`src/cdec_pkg.sv`:
```
// Shared types, constants and tables for the civil date / epoch converter.
`timescale 1ns / 1ps
package cdec_pkg;

  typedef logic signed [40:0] epoch_t;
  typedef logic signed [15:0] year_t;

  localparam int LAT       = 13;
  localparam int TE_STAGES = 5;

  localparam logic CMD_TO_EPOCH   = 1'b0;
  localparam logic CMD_FROM_EPOCH = 1'b1;

  // Reciprocals: q = (x * M) >> S underestimates by at most one for x < 2**S.
  localparam longint unsigned M675_FULL = (64'd1 << 35) / 675;
  localparam logic [12:0] M675_HI = 13'(M675_FULL >> 13);
  localparam logic [12:0] M675_LO = 13'(M675_FULL & 64'h1FFF);
  localparam logic [7:0]  M_ERA   = 8'((64'd1 << 25) / 146097);
  localparam logic [5:0]  M_3600  = 6'((64'd1 << 17) / 3600);
  localparam logic [6:0]  M_60    = 7'((64'd1 << 12) / 60);
  localparam logic [7:0]  M_1460  = 8'((64'd1 << 18) / 1460);
  localparam logic [2:0]  M_36524 = 3'((64'd1 << 18) / 36524);
  localparam logic [9:0]  M_365   = 10'((64'd1 << 18) / 365);
  localparam logic [8:0]  M_400   = 9'((64'd1 << 17) / 400);
  localparam logic [3:0]  M_153   = 4'((64'd1 << 11) / 153);

  // Bias of 2**24 * 675 keeps the floored seconds/128 value nonnegative.
  localparam logic [34:0] X_BIAS  = 35'd11324620800;
  // The 2**24 bias above, less the day count offset and 100 eras.
  localparam logic [24:0] ZP_SUB  = 25'd1448048;
  localparam logic [7:0]  ERA_BIAS_F = 8'd100;
  localparam logic [16:0] YP_BIAS = 17'd33200;
  localparam logic [16:0] YB_BIAS = 17'd32800;
  localparam logic [8:0]  ERA_BIAS_T = 9'd83;

  // Day of year at the first of a March-based month index.
  function automatic logic [8:0] march_offset(input logic [3:0] mi);
    logic [8:0] r;
    case (mi)
      4'd0:    r = 9'd0;
      4'd1:    r = 9'd31;
      4'd2:    r = 9'd61;
      4'd3:    r = 9'd92;
      4'd4:    r = 9'd122;
      4'd5:    r = 9'd153;
      4'd6:    r = 9'd184;
      4'd7:    r = 9'd214;
      4'd8:    r = 9'd245;
      4'd9:    r = 9'd275;
      4'd10:   r = 9'd306;
      4'd11:   r = 9'd337;
      4'd12:   r = 9'd367;
      default: r = 9'd0;
    endcase
    return r;
  endfunction

  // Month length in a common year, zero for a bad month.
  function automatic logic [4:0] month_len(input logic [3:0] m);
    logic [4:0] r;
    case (m)
      4'd1, 4'd3, 4'd5, 4'd7, 4'd8, 4'd10, 4'd12: r = 5'd31;
      4'd4, 4'd6, 4'd9, 4'd11:                   r = 5'd30;
      4'd2:                                      r = 5'd28;
      default:                                   r = 5'd0;
    endcase
    return r;
  endfunction

  function automatic logic [1:0] div100(input logic [8:0] v);
    logic [1:0] r;
    if (v >= 9'd300) begin
      r = 2'd3;
    end else if (v >= 9'd200) begin
      r = 2'd2;
    end else if (v >= 9'd100) begin
      r = 2'd1;
    end else begin
      r = 2'd0;
    end
    return r;
  endfunction

endpackage

```
`src/cdec_to_epoch.sv`:
```
// Civil date-time to epoch seconds pipeline with validity check.
`timescale 1ns / 1ps
module cdec_to_epoch (
  input  logic             clk,
  input  logic             en,
  input  cdec_pkg::year_t  year,
  input  logic [3:0]       month,
  input  logic [4:0]       day,
  input  logic [4:0]       hour,
  input  logic [5:0]       minute,
  input  logic [5:0]       second,
  output cdec_pkg::epoch_t epoch,
  output logic             civil_valid
);
  localparam int PAD = cdec_pkg::LAT - cdec_pkg::TE_STAGES;

  // stage 1
  logic        le2;
  logic [3:0]  mi;
  logic [16:0] yp, yb;
  logic [25:0] pe, pb;
  logic [10:0] doy;
  logic [16:0] tod;
  logic        base_ok;
  logic [16:0] yp_s1, yb_s1, tod_s1;
  logic [8:0]  eq_s1, bq_s1;
  logic [1:0]  ylo_s1;
  logic [10:0] doy_s1;
  logic        base_ok_s1, feb_s1;
  logic [4:0]  len_s1, day_s1;

  always_comb begin
    le2     = month <= 4'd2;
    mi      = le2 ? month + 4'd9 : month - 4'd3;
    yp      = {year[15], year} + cdec_pkg::YP_BIAS - 17'(le2);
    yb      = {year[15], year} + cdec_pkg::YB_BIAS;
    pe      = 26'(yp) * 26'(cdec_pkg::M_400);
    pb      = 26'(yb) * 26'(cdec_pkg::M_400);
    doy     = 11'(cdec_pkg::march_offset(mi)) + 11'(day) - 11'd1;
    tod     = 17'(hour) * 17'd3600 + 17'(minute) * 17'd60 + 17'(second);
    base_ok = (month >= 4'd1) && (month <= 4'd12) && (day != 5'd0) &&
              (hour <= 5'd23) && (minute <= 6'd59) && (second <= 6'd59);
  end

  always_ff @(posedge clk) begin
    if (en) begin
      yp_s1      <= yp;
      yb_s1      <= yb;
      eq_s1      <= pe[25:17];
      bq_s1      <= pb[25:17];
      ylo_s1     <= year[1:0];
      doy_s1     <= doy;
      tod_s1     <= tod;
      base_ok_s1 <= base_ok;
      feb_s1     <= month == 4'd2;
      len_s1     <= cdec_pkg::month_len(month);
      day_s1     <= day;
    end
  end

  // stage 2
  logic [16:0] ry, rb;
  logic        gy, gb, leap, cent;
  logic [8:0]  ybr;
  logic [7:0]  era_s2;
  logic [8:0]  yoe_s2;
  logic [10:0] doy_s2;
  logic [16:0] tod_s2;
  logic        ok_s2;

  always_comb begin
    ry   = yp_s1 - 17'(eq_s1) * 17'd400;
    rb   = yb_s1 - 17'(bq_s1) * 17'd400;
    gy   = ry >= 17'd400;
    gb   = rb >= 17'd400;
    ybr  = gb ? 9'(rb - 17'd400) : rb[8:0];
    cent = (ybr == 9'd0) || (ybr == 9'd100) || (ybr == 9'd200) || (ybr == 9'd300);
    leap = ((ylo_s1 == 2'd0) && !cent) || (ybr == 9'd0);
  end

  always_ff @(posedge clk) begin
    if (en) begin
      era_s2 <= 8'(eq_s1 + 9'(gy));
      yoe_s2 <= gy ? 9'(ry - 17'd400) : ry[8:0];
      doy_s2 <= doy_s1;
      tod_s2 <= tod_s1;
      ok_s2  <= base_ok_s1 && (day_s1 <= len_s1 + 5'(feb_s1 && leap));
    end
  end

  // stage 3
  logic [18:0] doe;
  logic [7:0]  era_s3;
  logic [18:0] doe_s3;
  logic [16:0] tod_s3;
  logic        ok_s3;

  always_comb begin
    doe = 19'(yoe_s2) * 19'd365 + 19'(yoe_s2 >> 2) - 19'(cdec_pkg::div100(yoe_s2)) +
          {{8{doy_s2[10]}}, doy_s2};
  end

  always_ff @(posedge clk) begin
    if (en) begin
      era_s3 <= era_s2;
      doe_s3 <= doe;
      tod_s3 <= tod_s2;
      ok_s3  <= ok_s2;
    end
  end

  // stage 4
  logic signed [8:0]  era_b;
  logic signed [27:0] era_days;
  logic signed [26:0] days;
  logic signed [26:0] days_s4;
  logic [16:0]        tod_s4;
  logic               ok_s4;

  always_comb begin
    era_b    = $signed({1'b0, era_s3}) - $signed(cdec_pkg::ERA_BIAS_T);
    era_days = era_b * 19'sd146097;
    days     = 27'(era_days) + 27'($signed(doe_s3)) - 27'sd719468;
  end

  always_ff @(posedge clk) begin
    if (en) begin
      days_s4 <= days;
      tod_s4  <= tod_s3;
      ok_s4   <= ok_s3;
    end
  end

  // stage 5
  logic signed [44:0] dsec;
  logic [40:0]        secs;
  logic [40:0]        ep_d [PAD+1];
  logic               ok_d [PAD+1];

  always_comb begin
    dsec = days_s4 * 18'sd86400;
    secs = 41'(dsec) + 41'(tod_s4);
  end

  always_ff @(posedge clk) begin
    if (en) begin
      ep_d[0] <= secs;
      ok_d[0] <= ok_s4;
      for (int i = 1; i <= PAD; i++) begin
        ep_d[i] <= ep_d[i-1];
        ok_d[i] <= ok_d[i-1];
      end
    end
  end

  assign epoch       = $signed(ep_d[PAD]);
  assign civil_valid = ok_d[PAD];
endmodule

```
`config.mk`:
```
export PLATFORM = sky130hd
export DESIGN_NAME = cdec_to_epoch
export DESIGN_NICKNAME = d
export VERILOG_FILES = /design/src/cdec_pkg.sv /design/src/cdec_to_epoch.sv
export SDC_FILE = /design/constraint.sdc
export NUM_CORES = 2
export LEC_CHECK = 0
export BUFFER_PORTS_ARGS = -buffer_cell sky130_fd_sc_hd__buf_2
export CAP_MARGIN = 5
export CORE_ASPECT_RATIO = 0.9
export CORE_MARGIN = 8
export CORE_UTILIZATION = 30
export CTS_BUF_LIST = sky130_fd_sc_hd__clkbuf_4 sky130_fd_sc_hd__clkbuf_8
export DETAILED_ROUTE_END_ITERATION = 10
export GPL_TIMING_DRIVEN = 0
export SYNTH_ARGS = -nofsm -noshare
export SYNTH_HDL_FRONTEND = slang
export SYNTH_SLANG_ARGS = --single-unit
```
`constraint.sdc`:
```
create_clock -name clk -period 8.7 [get_ports clk]
set_input_delay 0 -clock clk [delete_from_list [all_inputs] [get_ports clk]]
set_output_delay 0 -clock clk [all_outputs]
set_load 0.01 [all_outputs]
```
### Word level (Yosys, flattened, before mapping)

Memories as Yosys holds them, arrays and structs flattened. A register that Yosys moved wholly into a read port is not among the register bits.
Cells that the tools add are included.

* muxes and demuxes: 8
* equality and inequality tests: 4
* multipliers: 9
* reduce and logical (&&, ||, !) cells: 16
* add/subtract/negate cells: 22
* $lt $le $gt $ge: 12

Operators with widths (count)
* $mul 17x9->26 const B: 2
* $add 41x17->41: 1
* $add 17x16->17 const B: 2
* $ge 17x9->1 const B: 2
* $mul 27x11->34 const B: 1
* $sub 17x17->17: 2
* $add 27x19->27: 1
* $mul 9x19->27 const B: 1
* $sub 27x21->27 const B: 1
* $mul 9x5->13 const B: 2
* $add 18x7->19: 1
* $add 19x19->19: 1
* $sub 19x2->19: 1
* $mul 9x9->18 const B: 1
* $mux 9: 2
* $sub 9x9->9 const B: 2
* $add 17x12->17: 1
* $add 17x6->17: 1
* $sub 17x1->17: 1
* $mul 5x8->13 const B: 1
* $le 6x6->1 const B: 2
* $sub 10x1->11 const B: 1
* $add 9x5->10: 1
* $mul 6x4->10 const B: 1
* 26 further kinds: 39

* logic and storage cells: 97
* bits in writable memories: 378
* memories kept: 4
* output and inout bits: 42
* register bits: 225
* memory bits (read-only): 224
* input bits: 44

Memory list
* ep_d: depth 9, width 41, read ports 9, clocked after Yosys merged registers in 0, wr ports 9, RTL line cdec_to_epoch.sv:137 `logic [40:0] ep_d [PAD+1];`
* (no name shown): depth 16, width 9, read ports 1, clocked after Yosys merged registers in 0, wr ports 0, RTL line cdec_pkg.sv:39 `case (mi)`
* (no name shown): depth 16, width 5, read ports 1, clocked after Yosys merged registers in 1, wr ports 0, RTL line cdec_pkg.sv:61 `case (m)`
* ok_d: depth 9, width 1, read ports 9, clocked after Yosys merged registers in 0, wr ports 9, RTL line cdec_to_epoch.sv:138 `logic ok_d [PAD+1];`

### Logic depth before layout (Yosys ltp)

* depth after elaboration: 15
* mapped depth: 34
* mapped depth without buffers: 34

### Worst setup path before layout

Ideal clock, no wire load.

* path kind: input to register
* start: input port month[0]
* end: register eq_s1[8] (data pin)
* buffers on the path: 2
* stages: 31
* library setup time: 264 ps
* required time: 8436 ps
* path slack: 1657 ps
* data arrival time: 6780 ps
* cells stage by stage: clkbuf_1 -> and2_1 -> clkbuf_1 -> nor3_1 -> ha_1 -> inv_1 -> ha_1 -> inv_1 -> fa_1 -> nor2b_1 -> o21ai_0 -> nand3b_1 -> a21boi_0 -> o21ai_0 -> a21oi_1 -> o21bai_1 -> a21oi_1 -> o21bai_1 -> xnor2_1 -> fa_1 -> ha_1 -> fa_1 -> fa_1 -> ha_1 -> a2111oi_0 -> a21oi_1 -> a31oi_1 -> o21ai_0 -> or4_1 -> a31oi_1 -> xor2_1

* longest elaborated chain between the ends: 3

RTL lines
* start: declaration: RTL line cdec_to_epoch.sv:7 `input logic [3:0] month,`
* $le 4x2->1: RTL line cdec_to_epoch.sv:33 `le2 = month <= 4'd2;`
* $sub 17x1->17: RTL line cdec_to_epoch.sv:35 `yp = {year[15], year} + cdec_pkg::YP_BIAS - 17'(le2);`
* net yp[15]: RTL line cdec_to_epoch.sv:20 `logic [16:0] yp, yb;`
* $mul 17x9->26: RTL line cdec_to_epoch.sv:37 `pe = 26'(yp) * 26'(cdec_pkg::M_400);`
* net pe[25]: RTL line cdec_to_epoch.sv:21 `logic [25:0] pe, pb;`
* end signal: assignment: RTL line cdec_to_epoch.sv:49 `eq_s1 <= pe[25:17];`
* end: declaration: RTL line cdec_to_epoch.sv:26 `logic [8:0] eq_s1, bq_s1;`

The timed path passes the listed nets, and every way through them passes these cells.
A chain may end at the register's enable or synchronous reset.

### Worst setup path after layout

Ends and elaborated chain as after synthesis.

==> metrics.txt <==
status complete, no violations; Layout Area Growth over Synthesis 13.15%; drt first-iter violations 791; layout cell share with drive strength beyond 1 8.895%; Post-synth EDFFs 604; slowest stage delay, CP 0.54 ns; fin crit period 7.918 ns; post-route ant nets 0; final setup fails 0; worst path bufs/invs 4; initial antenna violation count 1; met1 WL 29,500 um; Warnings, synthesis 0; Mapped Area 41,650 um2; core area 137,700 um2; commonest non-fill, non-tap cell in the layout ha_1; Worst-Skew Late Latency 0.75 ns; Post-Synthesis Cells 3,243; largest net degree at the start of global routing 114; measured slew at the worst slew-check pin 1.076 ns; Total Routing Usage GR 8.720%; RSZ-0062 raised after global routing false; CP endpoint kind register; f_max 126.3 MHz; io pins 86; net count after synthesis 4,230; startpoint types primary input; Clock Skew 0.02579 ns; clock-pin slew on the worst setup and hold paths 0.06 ns; clock sink count 604; number of remaining DRC errors 0; register area share after synthesis 43.54%; number of CTS-inserted buffers 98; Die X 408.8 um; H-tree levels 3; dpl hpwl 49,840 um; Avg WL per Cell 12.00 um; Layout Nets 4,477; Top Family by Delay on Critical Path compound AO/OA/AOI/OAI gates; IO Port Bufs 83; final-report hold violation count 0; CP max stage cell dlygate4sd3_1; Top Metal Used met4; most used cell, CP a21oi_1; die area 151,000 um2; final wirelength 64,780 um; Root Buffer Master clkbuf_8; grt total ovfl 0; synthesized area per cell 12.84 um2; Synth cell types 92; Main synth FF type edfxtp_1; DIE HEIGHT 369.5 um; Final period util 91.01%; most frequent cells in the layout ha_1, inv_1, edfxtp_1; critical path class primary input to register; row count 129; metal2 WL 31,120 um; max-slew violations 0; drt pass-1 iters 5; Critical Path RT 9.17 ns; MaxCap Viol Count 0; GPL Wtd Cong 0.8129; Vias/cell 4.228; CTS tree done; Yosys reg bits 604; relative slew slack 27.75%; TNS Setup 0 ns; via count 22,830; routed wl met3 2493 um; vias in the first global route 24,120; Max clock buf depth 3; Async S/R FF share, synth 0%; Initial Util 30.26%; first-pass GRT wire length 113,000 um; maximum fanout along the worst path 10; Hold Path Class primary input to register; Critical Path AT 8.39 ns
==> metrics by stage <==
step                instance area, um2  instances  utilization (%)  hold slack [ns]  setup WS (ns)
global placement                 44370       5160            32.22           0.1791         -1.545
floorplan                        41660       3243                -          0.09887          1.657
detailed placement               44510       5165            32.33           0.1817        -0.1203
finish                           47130       5399            34.23           0.1125         0.7819
global route                     47130       5399            34.23          0.05886        0.08771
CTS                              47110       5398            34.22          0.01652         0.1468
==> layer usage <==
layer / vias to the layer above / GRT usage [%]
met5: - / 0
met4: 0 / 2.703
met3: 120 / 1.957
met2: 272 / 15.19
met1: 10840 / 10.75
li1: 11600 / -
==> final timing paths <==
path                startpoint           end  slack, ns  cells past startpoint
hold / removal         hour[1]    tod_s1[11]       0.11                      5
setup reg to reg      bq_s1[2]         ok_s2       1.21                     32
setup / recovery      month[0]      eq_s1[8]       0.78                     31
hold reg to reg   ep_d[0][181]  ep_d[0][222]       0.39                      0
==> cells by family (layout without fill, tap and decap cells) <==
family / after synthesis / in the layout / share of synthesized area [%]
adders and majority gates: 943 / 943 / 33.61
muxes: 8 / 8 / 0.1982
AOI/OAI and AO/OA: 411 / 411 / 6.677
and+or+nand+nor: 352 / 352 / 4.409
DFF: 604 / 604 / 43.54
buffers and inverters: 693 / 1014 / 6.620
xor gates and xnor gates: 232 / 232 / 4.947
other: 0 / 1 / 0
==> synthesized netlist by cell type, types with 34 or more instances <==
| library cell | number | area share (%) |
|---|---|---|
| xor2_1 | 78 | 1.6 |
| a21oi_1 | 125 | 1.5 |
| ha_1 | 650 | 20 |
| o21bai_1 | 34 | 0.61 |
| o21ai_0 | 65 | 0.78 |
| xnor2_1 | 151 | 3.2 |
| nor2_1 | 93 | 0.84 |
| inv_1 | 634 | 5.7 |
| nand2_1 | 75 | 0.68 |
| fa_1 | 293 | 14 |
| a21o_1 | 52 | 0.94 |
| edfxtp_1 | 604 | 44 |
| buf_4 | 41 | 0.74 |
==> cell type report <==
type / instances / area (um2)
inverter: 634 / 2380
tap: 1834 / 2295
buffer: 59 / 377.9
clock inverter: 60 / 539.3
timing repair buffer: 147 / 1154
multi-input combinational: 1946 / 20780
clock buffer: 114 / 1469
sequential: 604 / 18140
antenna: 1 / 2.502
fill: 13420 / 90550
==> sequential cells by signal, summed over array words and instances (netlist names) <==
name and count:
base_ok_s1 1, bq_s1 9, day_s1 5, days_s4 27, doe_s3 19, doy_s1 11, doy_s2 11, ep_d 369
eq_s1 9, era_s2 8, era_s3 8, feb_s1 1, len_s1 3, ok_d 9, ok_s2 1, ok_s3 1
ok_s4 1, tod_s1 17, tod_s2 17, tod_s3 17, tod_s4 17, yb_s1 17, yoe_s2 9, yp_s1 17
==> worst reg2reg max path: cells and delay by family, from the launching register on <==
kind	cells	cell delay [ns]
AO/OA/AOI/OAI	14	2.63
buffers and inverters	1	0.04
AND/OR/NAND/NOR	7	1.15
XOR/XNOR	1	0.17
flip-flops	1	0.43
adder cells (fa/ha/maj)	9	2.81
==> timing repair <==
action	4_1_cts	5_1_grt
setup endpoints to repair	0	5
setup buffers	0	0
resized for setup	0	3
hold buffers	59	0
endpoints found under the hold margin	129	0
Power is left out: the tool's default activity adds up to more than one toggle a clock period on the data nets, which glitch-free logic cannot reach.
