**src/cdec_pkg.sv**
```systemverilog
// Shared types, constants and tables for the civil date / epoch converter.
`timescale 1ns / 1ps
package cdec_pkg;

  typedef logic signed [40:0] epoch_t;
  typedef logic signed [15:0] year_t;

  localparam int LAT       = 13;
  localparam int TE_STAGES = 5;

  localparam logic CMD_TO_EPOCH   = 1'b0;
  localparam logic CMD_FROM_EPOCH = 1'b1;

  // Reciprocals: q = (x * M) >> S underestimates by at most one for x < 2**S.
  localparam longint unsigned M675_FULL = (64'd1 << 35) / 675;
  localparam logic [12:0] M675_HI = 13'(M675_FULL >> 13);
  localparam logic [12:0] M675_LO = 13'(M675_FULL & 64'h1FFF);
  localparam logic [7:0]  M_ERA   = 8'((64'd1 << 25) / 146097);
  localparam logic [5:0]  M_3600  = 6'((64'd1 << 17) / 3600);
  localparam logic [6:0]  M_60    = 7'((64'd1 << 12) / 60);
  localparam logic [7:0]  M_1460  = 8'((64'd1 << 18) / 1460);
  localparam logic [2:0]  M_36524 = 3'((64'd1 << 18) / 36524);
  localparam logic [9:0]  M_365   = 10'((64'd1 << 18) / 365);
  localparam logic [8:0]  M_400   = 9'((64'd1 << 17) / 400);
  localparam logic [3:0]  M_153   = 4'((64'd1 << 11) / 153);

  // Bias of 2**24 * 675 keeps the floored seconds/128 value nonnegative.
  localparam logic [34:0] X_BIAS  = 35'd11324620800;
  // The 2**24 bias above, less the day count offset and 100 eras.
  localparam logic [24:0] ZP_SUB  = 25'd1448048;
  localparam logic [7:0]  ERA_BIAS_F = 8'd100;
  localparam logic [16:0] YP_BIAS = 17'd33200;
  localparam logic [16:0] YB_BIAS = 17'd32800;
  localparam logic [8:0]  ERA_BIAS_T = 9'd83;

  // Day of year at the first of a March-based month index.
  function automatic logic [8:0] march_offset(input logic [3:0] mi);
    logic [8:0] r;
    case (mi)
      4'd0:    r = 9'd0;
      4'd1:    r = 9'd31;
      4'd2:    r = 9'd61;
      4'd3:    r = 9'd92;
      4'd4:    r = 9'd122;
      4'd5:    r = 9'd153;
      4'd6:    r = 9'd184;
      4'd7:    r = 9'd214;
      4'd8:    r = 9'd245;
      4'd9:    r = 9'd275;
      4'd10:   r = 9'd306;
      4'd11:   r = 9'd337;
      4'd12:   r = 9'd367;
      default: r = 9'd0;
    endcase
    return r;
  endfunction

  // Month length in a common year, zero for a bad month.
  function automatic logic [4:0] month_len(input logic [3:0] m);
    logic [4:0] r;
    case (m)
      4'd1, 4'd3, 4'd5, 4'd7, 4'd8, 4'd10, 4'd12: r = 5'd31;
      4'd4, 4'd6, 4'd9, 4'd11:                   r = 5'd30;
      4'd2:                                      r = 5'd28;
      default:                                   r = 5'd0;
    endcase
    return r;
  endfunction

  function automatic logic [1:0] div100(input logic [8:0] v);
    logic [1:0] r;
    if (v >= 9'd300) begin
      r = 2'd3;
    end else if (v >= 9'd200) begin
      r = 2'd2;
    end else if (v >= 9'd100) begin
      r = 2'd1;
    end else begin
      r = 2'd0;
    end
    return r;
  endfunction

endpackage

```
**src/cdec_from_epoch.sv**
```systemverilog
// Epoch seconds to civil date-time pipeline with year range check.
`timescale 1ns / 1ps
module cdec_from_epoch (
  input  logic             clk,
  input  logic             en,
  input  cdec_pkg::epoch_t epoch,
  output cdec_pkg::year_t  year,
  output logic [3:0]       month,
  output logic [4:0]       day,
  output logic [4:0]       hour,
  output logic [5:0]       minute,
  output logic [5:0]       second,
  output logic             range_error
);
  // F1: floor(secs / 128) biased positive, split reciprocal products
  logic [34:0] xb;
  logic [47:0] p_hi_s1, p_lo_s1;
  logic [34:0] xb_s1;
  logic [6:0]  lo7_s1;

  assign xb = {epoch[40], epoch[40:7]} + cdec_pkg::X_BIAS;

  always_ff @(posedge clk) begin
    if (en) begin
      p_hi_s1 <= 48'(xb) * 48'(cdec_pkg::M675_HI);
      p_lo_s1 <= 48'(xb) * 48'(cdec_pkg::M675_LO);
      xb_s1   <= xb;
      lo7_s1  <= epoch[6:0];
    end
  end

  // F2
  logic [60:0] psum;
  logic [25:0] q_s2;
  logic [34:0] xb_s2;
  logic [6:0]  lo7_s2;

  assign psum = {p_hi_s1, 13'b0} + 61'(p_lo_s1);

  always_ff @(posedge clk) begin
    if (en) begin
      q_s2   <= psum[60:35];
      xb_s2  <= xb_s1;
      lo7_s2 <= lo7_s1;
    end
  end

  // F3: correct quotient, split into day count and second of day
  logic [34:0] rr;
  logic        g675;
  logic [9:0]  r675;
  logic [24:0] zp_s3;
  logic [16:0] rem_s3;

  always_comb begin
    rr   = xb_s2 - 35'(q_s2) * 35'd675;
    g675 = rr[10:0] >= 11'd675;
    r675 = g675 ? 10'(rr[10:0] - 11'd675) : rr[9:0];
  end

  always_ff @(posedge clk) begin
    if (en) begin
      zp_s3  <= 25'(q_s2 + 26'(g675)) - cdec_pkg::ZP_SUB;
      rem_s3 <= {r675, lo7_s2};
    end
  end

  // F4
  logic [32:0] pz;
  logic [22:0] ph;
  logic [24:0] zp_s4;
  logic [16:0] rem_s4;
  logic [7:0]  eq_s4;
  logic [5:0]  hq_s4;

  always_comb begin
    pz = 33'(zp_s3) * 33'(cdec_pkg::M_ERA);
    ph = 23'(rem_s3) * 23'(cdec_pkg::M_3600);
  end

  always_ff @(posedge clk) begin
    if (en) begin
      zp_s4  <= zp_s3;
      rem_s4 <= rem_s3;
      eq_s4  <= pz[32:25];
      hq_s4  <= ph[22:17];
    end
  end

  // F5
  logic [24:0] rz;
  logic [16:0] rh;
  logic        gz, gh;
  logic [7:0]  era_s5;
  logic [17:0] doe_s5;
  logic [4:0]  hour_s5;
  logic [11:0] rs_s5;

  always_comb begin
    rz = zp_s4 - 25'(eq_s4) * 25'd146097;
    rh = rem_s4 - 17'(hq_s4) * 17'd3600;
    gz = rz >= 25'd146097;
    gh = rh >= 17'd3600;
  end

  always_ff @(posedge clk) begin
    if (en) begin
      era_s5  <= eq_s4 + 8'(gz);
      doe_s5  <= gz ? 18'(rz - 25'd146097) : rz[17:0];
      hour_s5 <= 5'(hq_s4 + 6'(gh));
      rs_s5   <= gh ? 12'(rh - 17'd3600) : rh[11:0];
    end
  end

  // F6
  logic [25:0] pa;
  logic [20:0] pb;
  logic [18:0] pm;
  logic [17:0] doe_s6;
  logic [7:0]  aq_s6;
  logic [2:0]  bq_s6;
  logic        c_s6;
  logic [6:0]  mq_s6;
  logic [11:0] rs_s6;
  logic [7:0]  era_s6;
  logic [4:0]  hour_s6;

  always_comb begin
    pa = 26'(doe_s5) * 26'(cdec_pkg::M_1460);
    pb = 21'(doe_s5) * 21'(cdec_pkg::M_36524);
    pm = 19'(rs_s5) * 19'(cdec_pkg::M_60);
  end

  always_ff @(posedge clk) begin
    if (en) begin
      doe_s6  <= doe_s5;
      aq_s6   <= pa[25:18];
      bq_s6   <= pb[20:18];
      c_s6    <= doe_s5 == 18'd146096;
      mq_s6   <= pm[18:12];
      rs_s6   <= rs_s5;
      era_s6  <= era_s5;
      hour_s6 <= hour_s5;
    end
  end

  // F7
  logic [17:0] ra, rb2;
  logic [11:0] rm;
  logic        ga, gb, gm;
  logic [17:0] doe_s7;
  logic [7:0]  a_s7;
  logic [2:0]  b_s7;
  logic        c_s7;
  logic [7:0]  era_s7;
  logic [4:0]  hour_s7;
  logic [5:0]  min_s7, sec_s7;

  always_comb begin
    ra  = doe_s6 - 18'(aq_s6) * 18'd1460;
    rb2 = doe_s6 - 18'(bq_s6) * 18'd36524;
    rm  = rs_s6 - 12'(mq_s6) * 12'd60;
    ga  = ra >= 18'd1460;
    gb  = rb2 >= 18'd36524;
    gm  = rm >= 12'd60;
  end

  always_ff @(posedge clk) begin
    if (en) begin
      doe_s7  <= doe_s6;
      a_s7    <= aq_s6 + 8'(ga);
      b_s7    <= bq_s6 + 3'(gb);
      c_s7    <= c_s6;
      era_s7  <= era_s6;
      hour_s7 <= hour_s6;
      min_s7  <= 6'(mq_s6 + 7'(gm));
      sec_s7  <= gm ? 6'(rm - 12'd60) : rm[5:0];
    end
  end

  // F8
  logic [17:0] t;
  logic [27:0] py;
  logic [17:0] t_s8, doe_s8;
  logic [9:0]  yq_s8;
  logic [7:0]  era_s8;
  logic [4:0]  hour_s8;
  logic [5:0]  min_s8, sec_s8;

  always_comb begin
    t  = doe_s7 - 18'(a_s7) + 18'(b_s7) - 18'(c_s7);
    py = 28'(t) * 28'(cdec_pkg::M_365);
  end

  always_ff @(posedge clk) begin
    if (en) begin
      t_s8    <= t;
      yq_s8   <= py[27:18];
      doe_s8  <= doe_s7;
      era_s8  <= era_s7;
      hour_s8 <= hour_s7;
      min_s8  <= min_s7;
      sec_s8  <= sec_s7;
    end
  end

  // F9
  logic [17:0] ryr;
  logic        gyr;
  logic [8:0]  yoe_s9;
  logic [17:0] doe_s9;
  logic [7:0]  era_s9;
  logic [4:0]  hour_s9;
  logic [5:0]  min_s9, sec_s9;

  always_comb begin
    ryr = t_s8 - 18'(yq_s8) * 18'd365;
    gyr = ryr >= 18'd365;
  end

  always_ff @(posedge clk) begin
    if (en) begin
      yoe_s9  <= 9'(yq_s8 + 10'(gyr));
      doe_s9  <= doe_s8;
      era_s9  <= era_s8;
      hour_s9 <= hour_s8;
      min_s9  <= min_s8;
      sec_s9  <= sec_s8;
    end
  end

  // F10
  logic [17:0] doy_w;
  logic [8:0]  doy_s10, yoe_s10;
  logic [7:0]  era_s10;
  logic [4:0]  hour_s10;
  logic [5:0]  min_s10, sec_s10;

  assign doy_w = doe_s9 - (18'(yoe_s9) * 18'd365 + 18'(yoe_s9 >> 2) -
                           18'(cdec_pkg::div100(yoe_s9)));

  always_ff @(posedge clk) begin
    if (en) begin
      doy_s10  <= doy_w[8:0];
      yoe_s10  <= yoe_s9;
      era_s10  <= era_s9;
      hour_s10 <= hour_s9;
      min_s10  <= min_s9;
      sec_s10  <= sec_s9;
    end
  end

  // F11
  logic [10:0] n;
  logic [14:0] pn;
  logic [10:0] n_s11;
  logic [3:0]  mq_s11;
  logic [8:0]  doy_s11, yoe_s11;
  logic [7:0]  era_s11;
  logic [4:0]  hour_s11;
  logic [5:0]  min_s11, sec_s11;

  always_comb begin
    n  = 11'(doy_s10) * 11'd5 + 11'd2;
    pn = 15'(n) * 15'(cdec_pkg::M_153);
  end

  always_ff @(posedge clk) begin
    if (en) begin
      n_s11    <= n;
      mq_s11   <= pn[14:11];
      doy_s11  <= doy_s10;
      yoe_s11  <= yoe_s10;
      era_s11  <= era_s10;
      hour_s11 <= hour_s10;
      min_s11  <= min_s10;
      sec_s11  <= sec_s10;
    end
  end

  // F12
  logic [10:0] rn;
  logic [3:0]  mp;
  logic [3:0]  mp_s12, m_s12;
  logic [8:0]  doy_s12, yoe_s12;
  logic [7:0]  era_s12;
  logic [4:0]  hour_s12;
  logic [5:0]  min_s12, sec_s12;

  always_comb begin
    rn = n_s11 - 11'(mq_s11) * 11'd153;
    mp = mq_s11 + 4'(rn >= 11'd153);
  end

  always_ff @(posedge clk) begin
    if (en) begin
      mp_s12   <= mp;
      m_s12    <= (mp < 4'd10) ? mp + 4'd3 : mp - 4'd9;
      doy_s12  <= doy_s11;
      yoe_s12  <= yoe_s11;
      era_s12  <= era_s11;
      hour_s12 <= hour_s11;
      min_s12  <= min_s11;
      sec_s12  <= sec_s11;
    end
  end

  // F13: final year, range check
  logic [19:0] y;
  logic [8:0]  dw;
  logic        in_rng;

  always_comb begin
    y      = (20'(era_s12) - 20'(cdec_pkg::ERA_BIAS_F)) * 20'd400 + 20'(yoe_s12) +
             20'(m_s12 <= 4'd2);
    dw     = doy_s12 - cdec_pkg::march_offset(mp_s12) + 9'd1;
    in_rng = (y[19:15] == 5'b00000) || (y[19:15] == 5'b11111);
  end

  always_ff @(posedge clk) begin
    if (en) begin
      year        <= in_rng ? $signed(y[15:0]) : 16'sd0;
      month       <= in_rng ? m_s12 : 4'd0;
      day         <= in_rng ? dw[4:0] : 5'd0;
      range_error <= !in_rng;
      hour        <= hour_s12;
      minute      <= min_s12;
      second      <= sec_s12;
    end
  end
endmodule

```
**config.mk**
```make
export PLATFORM = sky130hd
export DESIGN_NAME = cdec_from_epoch
export DESIGN_NICKNAME = d
export VERILOG_FILES = /design/src/cdec_pkg.sv /design/src/cdec_from_epoch.sv
export SDC_FILE = /design/constraint.sdc
export NUM_CORES = 2
export LEC_CHECK = 0
export BUFFER_PORTS_ARGS = -buffer_cell sky130_fd_sc_hd__buf_2
export CORE_MARGIN = 2
export CORE_UTILIZATION = 35
export CTS_CLUSTER_DIAMETER = 60
export DETAILED_ROUTE_END_ITERATION = 10
export REMOVE_ABC_BUFFERS = 1
export SYNTH_ARGS = -nofsm -noshare
export SYNTH_HDL_FRONTEND = slang
export SYNTH_SLANG_ARGS = --single-unit
```
**constraint.sdc**
```tcl
create_clock -name clk -period 9.4 [get_ports clk]
set_clock_uncertainty 0.2 [all_clocks]
set_input_delay 0.47 -clock clk [delete_from_list [all_inputs] [get_ports clk]]
set_output_delay 0.47 -clock clk [all_outputs]
set_load 0.05 [all_outputs]
```
# Yosys cells after proc, flatten, opt, wreduce, memory -nomap -nowiden
# Memories as Yosys holds them, arrays and structs flattened. A register that Yosys moved wholly into a read port is not among the register bits.
# Index checks and enable logic that the tools add are counted.
[classes] addsub=37 multipliers=20 n_div=0 magnitude_cmp=13 n_eq_ne=2 shifts=0 mux=9 n_bitwise=0 n_reduce_logical=3
[op_table] cell="$add 61x48->61" n=1
[op_table] cell="$sub 18x18->18" n=3
[op_table] cell="$mul 35x13->48 const B" n=1
[op_table] cell="$mul 35x11->46 const B" n=1
[op_table] cell="$add 35x34->35 const B" n=1
[op_table] cell="$mul 25x8->33 const B" n=1
[op_table] cell="$mul 18x9->27 const B" n=1
[op_table] cell="$mul 18x8->26 const B" n=1
[op_table] cell="$mul 26x10->11 const B" n=1
[op_table] cell="$add 25x1->25" n=1
[op_table] cell="$ge 25x18->1 const B" n=1
[op_table] cell="$mul 8x18->25 const B" n=1
[op_table] cell="$sub 25x21->25 const B" n=1
[op_table] cell="$sub 25x25->25" n=1
[op_table] cell="$sub 11x11->11" n=2
[op_table] cell="$mul 17x4->21 const B" n=1
[op_table] cell="$mul 18x3->21 const B" n=1
[op_table] cell="$add 20x1->20" n=1
[op_table] cell="$add 20x9->20" n=1
[op_table] cell="$mul 20x5->16 const B" n=1
[op_table] cell="$add 18x3->18" n=1
[op_table] cell="$eq 18x18->1 const B" n=1
[op_table] cell="$ge 18x11->1 const B" n=1
[op_table] cell="$ge 18x16->1 const B" n=1
[op_table] cell="54 further kinds" n=57
[totals] ff_bits=706 latch_bits=0 ram_bits=0 mem_bits_ro=144 input_bits=43 output_inout_bits=43 word_cells=160 mem_count=1
[memory_table] memory="(no name shown)" depth=16 word_bits=9 read_ports=1 rd_clocked_by_memory_dff=1 write_ports=0 line_no="cdec_pkg.sv:39" source="case (mi)"

# Depth between registers and ports, before layout
[depth] depth_word=7 ltp_mapped=33 depth_no_buf=33

# Worst setup path before layout
# Ideal clock, no wire load.
[synth_timing] kind="flip-flop to flip-flop" from="register doe_s7[0]" to="register yq_s8[9] (data pin)" setup_time_ns=0.257 arrival_time_ns=7.437 required_time_ns=8.943 path_slack_ns=1.506 path_stages_with_launch=32 n_path_buf=0 period_less_slack_ns=7.894 cell_sequence="edfxtp_1 fa_1 inv_1 fa_1 inv_1 ha_1 fa_1 a21o_1 a21oi_1 o21ai_0 a31o_2 nand4_1 a31oi_1 a221oi_1 xnor2_1 xor2_1 ha_1 ha_1 fa_1 inv_1 fa_1 inv_1 ha_1 a21o_1 a21oi_1 o21ai_0 a21o_1 o31a_1 a21oi_1 o211ai_1 a31o_2 xor2_1"
[synth_via] elab_chain_len=4
[synth_lines] element="start, declared" line_no="cdec_from_epoch.sv:151" source="logic [17:0] doe_s7;"
[synth_lines] element="start signal, assigned" line_no="cdec_from_epoch.sv:170" source="doe_s7 <= doe_s6;"
[synth_lines] element="$sub 18x8->18" line_no="cdec_from_epoch.sv:191" source="t = doe_s7 - 18'(a_s7) + 18'(b_s7) - 18'(c_s7);"
[synth_lines] element="$add 18x3->18" line_no="cdec_from_epoch.sv:191"
[synth_lines] element="$sub 18x1->18" line_no="cdec_from_epoch.sv:191"
[synth_lines] element="named net t[14]" line_no="cdec_from_epoch.sv:182" source="logic [17:0] t;"
[synth_lines] element="$mul 18x9->27" line_no="cdec_from_epoch.sv:192" source="py = 28'(t) * 28'(cdec_pkg::M_365);"
[synth_lines] element="named net py[27]" line_no="cdec_from_epoch.sv:183" source="logic [27:0] py;"
[synth_lines] element="end signal, assigned" line_no="cdec_from_epoch.sv:198" source="yq_s8 <= py[27:18];"
[synth_lines] element="end, declared" line_no="cdec_from_epoch.sv:185" source="logic [9:0] yq_s8;"
# The timed path passes the listed nets, and every way through them passes these cells.
# A chain may end at the register's enable or synchronous reset.

# Final worst setup path
# Ends and elaborated chain as after synthesis.

==> summary.md <==
| Metric | Value |
|---|---|
| Result of the run | `finished clean` |
| Initial antenna violation count | `0` |
| Post-synthesis sequential area ratio | `32.8%` |
| Die outline height | `430 um` |
| Final GP Congestion | `0.863` |
| Setup repair after global routing missed its margin | `false` |
| TritonCTS buffer count | `91` |
| Vias in the first global route | `41200` |
| Slew at the pin closest to its max-slew limit | `1.13 ns` |
| Setup Total Neg Slack | `0 ns` |
| Ratio of final minimum period to clock period | `91.2%` |
| Highest clock frequency the design can meet | `117 MHz` |
| Total Routed Length | `117 mm` |
| Clock H-tree levels | `3` |
| Most used cell, CP | `a21o_1` |
| Synth Area per Inst | `11.4 um^2` |
| Post-CTS Repair Setup Buffers | `0` |
| DR iter-0 viols | `1376` |
| Primary flip-flop cell chosen by synthesis mapping | `edfxtp_1` |
| Standard cell core area | `181000 um^2` |
| Total Routing Usage GR | `13.0%` |
| Final number of setup-violating endpoints | `0` |
| Non-filler cells, final | `8215` |
| Summed instance area of the synthesized netlist | `63500 um^2` |
| Growth of design area from synthesis to finish | `10.5%` |
| Synthesis-stage register bit count | `696` |
| Largest net degree at the start of global routing | `187` |
| Maximum Capacitance Violations | `0` |
| Global-route wire length before repair | `200 mm` |
| Number of distinct standard cells referenced by the synthesized netlist | `96` |
| Ys async rst share | `0%` |
| Slowest library cell on the worst path | `xor2_1` |
| Insertion delay of the later-clocked pin in the worst-skew pair | `0.69 ns` |
| Synth warnings | `0` |
| Number of vias per cell | `4.73` |
| CTS Sinks | `696` |
| Most frequent cell after synthesis | `ha_1` |
| Bufs on Longest Clock Path | `3` |
| Total DRC errors in the routed layout | `0` |
| Aggregate global routing overflow | `0` |
| Worst Setup End Kind | `register` |
| Leading post-synthesis cells by cell area | `edfxtp_1, ha_1, fa_1` |
| Class of the tightest hold or removal check | `in2reg` |
| Max Fanout on Critical Path | `9` |
| Synth top area share | `32.7%` |
| Number of flops mapped to enable cells by yosys | `691` |
| Critical path's largest stage delay | `0.74 ns` |
| Final hold violations | `0` |
| Root Buffer | `clkbuf_16` |
| Number of iterations in the first detailed-routing pass | `5` |
| Worst rel slew slack | `24.5%` |
| Gate count of the mapped netlist | `5576` |
| Antenna diode instance count | `0` |
| Max-slew violation total from the final report | `0` |
| Average detailed-routed wire length per instance | `14.2 um` |
| Post-route cell area | `70200 um^2` |
| Library cell occupying the most area in the post-synthesis netlist | `edfxtp_1` |
| Number of rows in the core area | `156` |
| Hold_ws | `0.0937 ns` |
| Die footprint | `185000 um^2` |
| Total vias in the final route | `38900` |
| Number of placed instances, taps included | `8032` |
| # nets final | `7490` |
| HPWL after DPL | `94.1 mm` |
| Crit path kind | `reg2reg` |
| Clock tree from TritonCTS | `yes` |
| Total of cells resized after clock tree synthesis | `0` |
| Leading cell types by count after synthesis | `ha_1, inv_1, edfxtp_1, fa_1, xnor2_1` |
| Sort of element at the start of the critical path | `register` |
| Number of routed nets with antenna violations | `0` |
| Critical Path RT | `9.66 ns` |
| Dpl cell area | `67000 um^2` |
| Clock transition at the register clock pins on the worst setup and hold paths after CTS | `0.06 ns` |
| Post-layout min period | `8.57 ns` |
| Die Wd | `430 um` |
| Number of top-level design ports | `86` |
| Ratio of cells with drive above 1 in the final layout | `5.10%` |
| Starting Density | `35.2%` |
| I/O Buffers | `85` |
| Arrival time at the worst endpoint | `8.84 ns` |
[path summary, 6_finish.rpt]
check                             from                     end  cells after the start  slack (ns)
hold / removal                      en  year[11]$_SDFFCE_PN0P_                      1        0.09
setup / recovery   doe_s7[0]$_DFFE_PP_      yq_s8[9]$_DFFE_PP_                     32        0.83
setup reg to reg   doe_s7[0]$_DFFE_PP_      yq_s8[9]$_DFFE_PP_                     32        0.83
hold reg to reg   era_s11[1]$_DFFE_PP_    era_s12[1]$_DFFE_PP_                      0        0.18
[critical path: cells and delay by family, from the launching register on]
family,cells,cell delay [ns]
AND/OR/NAND/NOR,2,0.20
XOR/XNOR,3,1.04
flip-flops,1,0.41
adder cells (fa/ha/maj),8,3.02
AO/OA/AOI/OAI,15,3.28
buffers and inverters,4,0.19
[registers in the layout (all words and copies together), names as in the netlist, 10 cells and up, named ones only]
signal,cells
zp_s3,25
doe_s5,18
rem_s4,17
rem_s3,17
p_lo_s1,35
doe_s6,18
p_hi_s1,47
q_s2,25
year,16
zp_s4,25
n_s11,11
t_s8,18
rs_s5,12
rs_s6,12
yq_s8,10
doe_s7,18
xb_s2,11
[layout by cell type, fill, tap and decap left out, types with 10 or more instances in the layout]
| cell | instances |
|---|---|
| ha_1 | 1140 |
| inv_1 | 1115 |
| edfxtp_1 | 691 |
| fa_1 | 534 |
| xnor2_1 | 269 |
| a21oi_1 | 254 |
| nand2_1 | 201 |
| nor2_1 | 169 |
| o21ai_0 | 157 |
| xor2_1 | 156 |
| a21o_1 | 122 |
| clkbuf_16 | 91 |
| buf_2 | 84 |
| nand3_1 | 80 |
| nor3_1 | 55 |
| nor2b_1 | 48 |
| o21a_1 | 48 |
| nand2b_1 | 36 |
| o21bai_1 | 36 |
| nand4_1 | 30 |
| and3_1 | 27 |
| a211oi_1 | 27 |
| a31oi_1 | 25 |
| clkbuf_1 | 19 |
| or3_1 | 18 |
| a2111oi_0 | 18 |
| dlygate4sd3_1 | 18 |
| o211ai_1 | 17 |
| a21boi_0 | 17 |
| buf_4 | 17 |
| a31o_2 | 16 |
| mux2i_1 | 16 |
| nand3b_1 | 14 |
| and2_1 | 12 |
| o31ai_1 | 12 |
| or2_2 | 11 |
| nor3b_1 | 11 |
| o31a_1 | 10 |
| nor4_1 | 10 |
| clkinv_1 | 10 |
[what timing repair did]
item / 4_1_cts / 5_1_grt
endpoints found under the hold margin: 18 / 0
hold buffers: 18 / 0
setup endpoints to repair: 0 / 0
[routing by layer]
| metal | GRT usage [%] | wire length (um) | up-vias |
|---|---|---|---|
| li1 | - | - | 19500 |
| met1 | 16.4 | 53200 | 18800 |
| met2 | 23.3 | 58300 | 401 |
| met3 | 1.69 | 3170 | 135 |
| met4 | 3.07 | 2090 | 0 |
| met5 | 0 | 0 | - |
[stage by stage]
| stage | utilization [%] | setup WS, ns |
|---|---|---|
| 2_1_floorplan | - | 1.51 |
| 3_3_place_gp | 37.1 | 0.809 |
| 3_5_place_dp | 37.1 | 0.758 |
| 4_1_cts | 38.9 | 0.727 |
| 5_1_grt | 38.9 | 0.122 |
| 6_report | 38.9 | 0.825 |
[cell families (layout without fill, tap and decap cells)]
kind of cell / after synthesis / after routing / share of synthesized area (%)
XOR/XNOR: 427 / 427 / 5.92
AND/OR/NAND/NOR: 743 / 743 / 5.75
AO/OA/AOI/OAI: 883 / 883 / 9.21
flip-flops: 696 / 696 / 32.8
buffers and inverters: 1134 / 1403 / 6.73
multiplexers: 19 / 19 / 0.305
adder cells (fa/ha/maj): 1674 / 1674 / 39.3
[final cells by class]
class	instances	area [um^2]
fill	17300	110000
timing repair buffer	123	803
sequential	696	20900
multi-input combinational	3746	38400
clock buffer	110	2350
clock inverter	55	657
inverter	1115	4190
tap	2370	2970
Power is left out: the tool's default activity adds up to more than one toggle a clock period on the data nets, which glitch-free logic cannot reach.
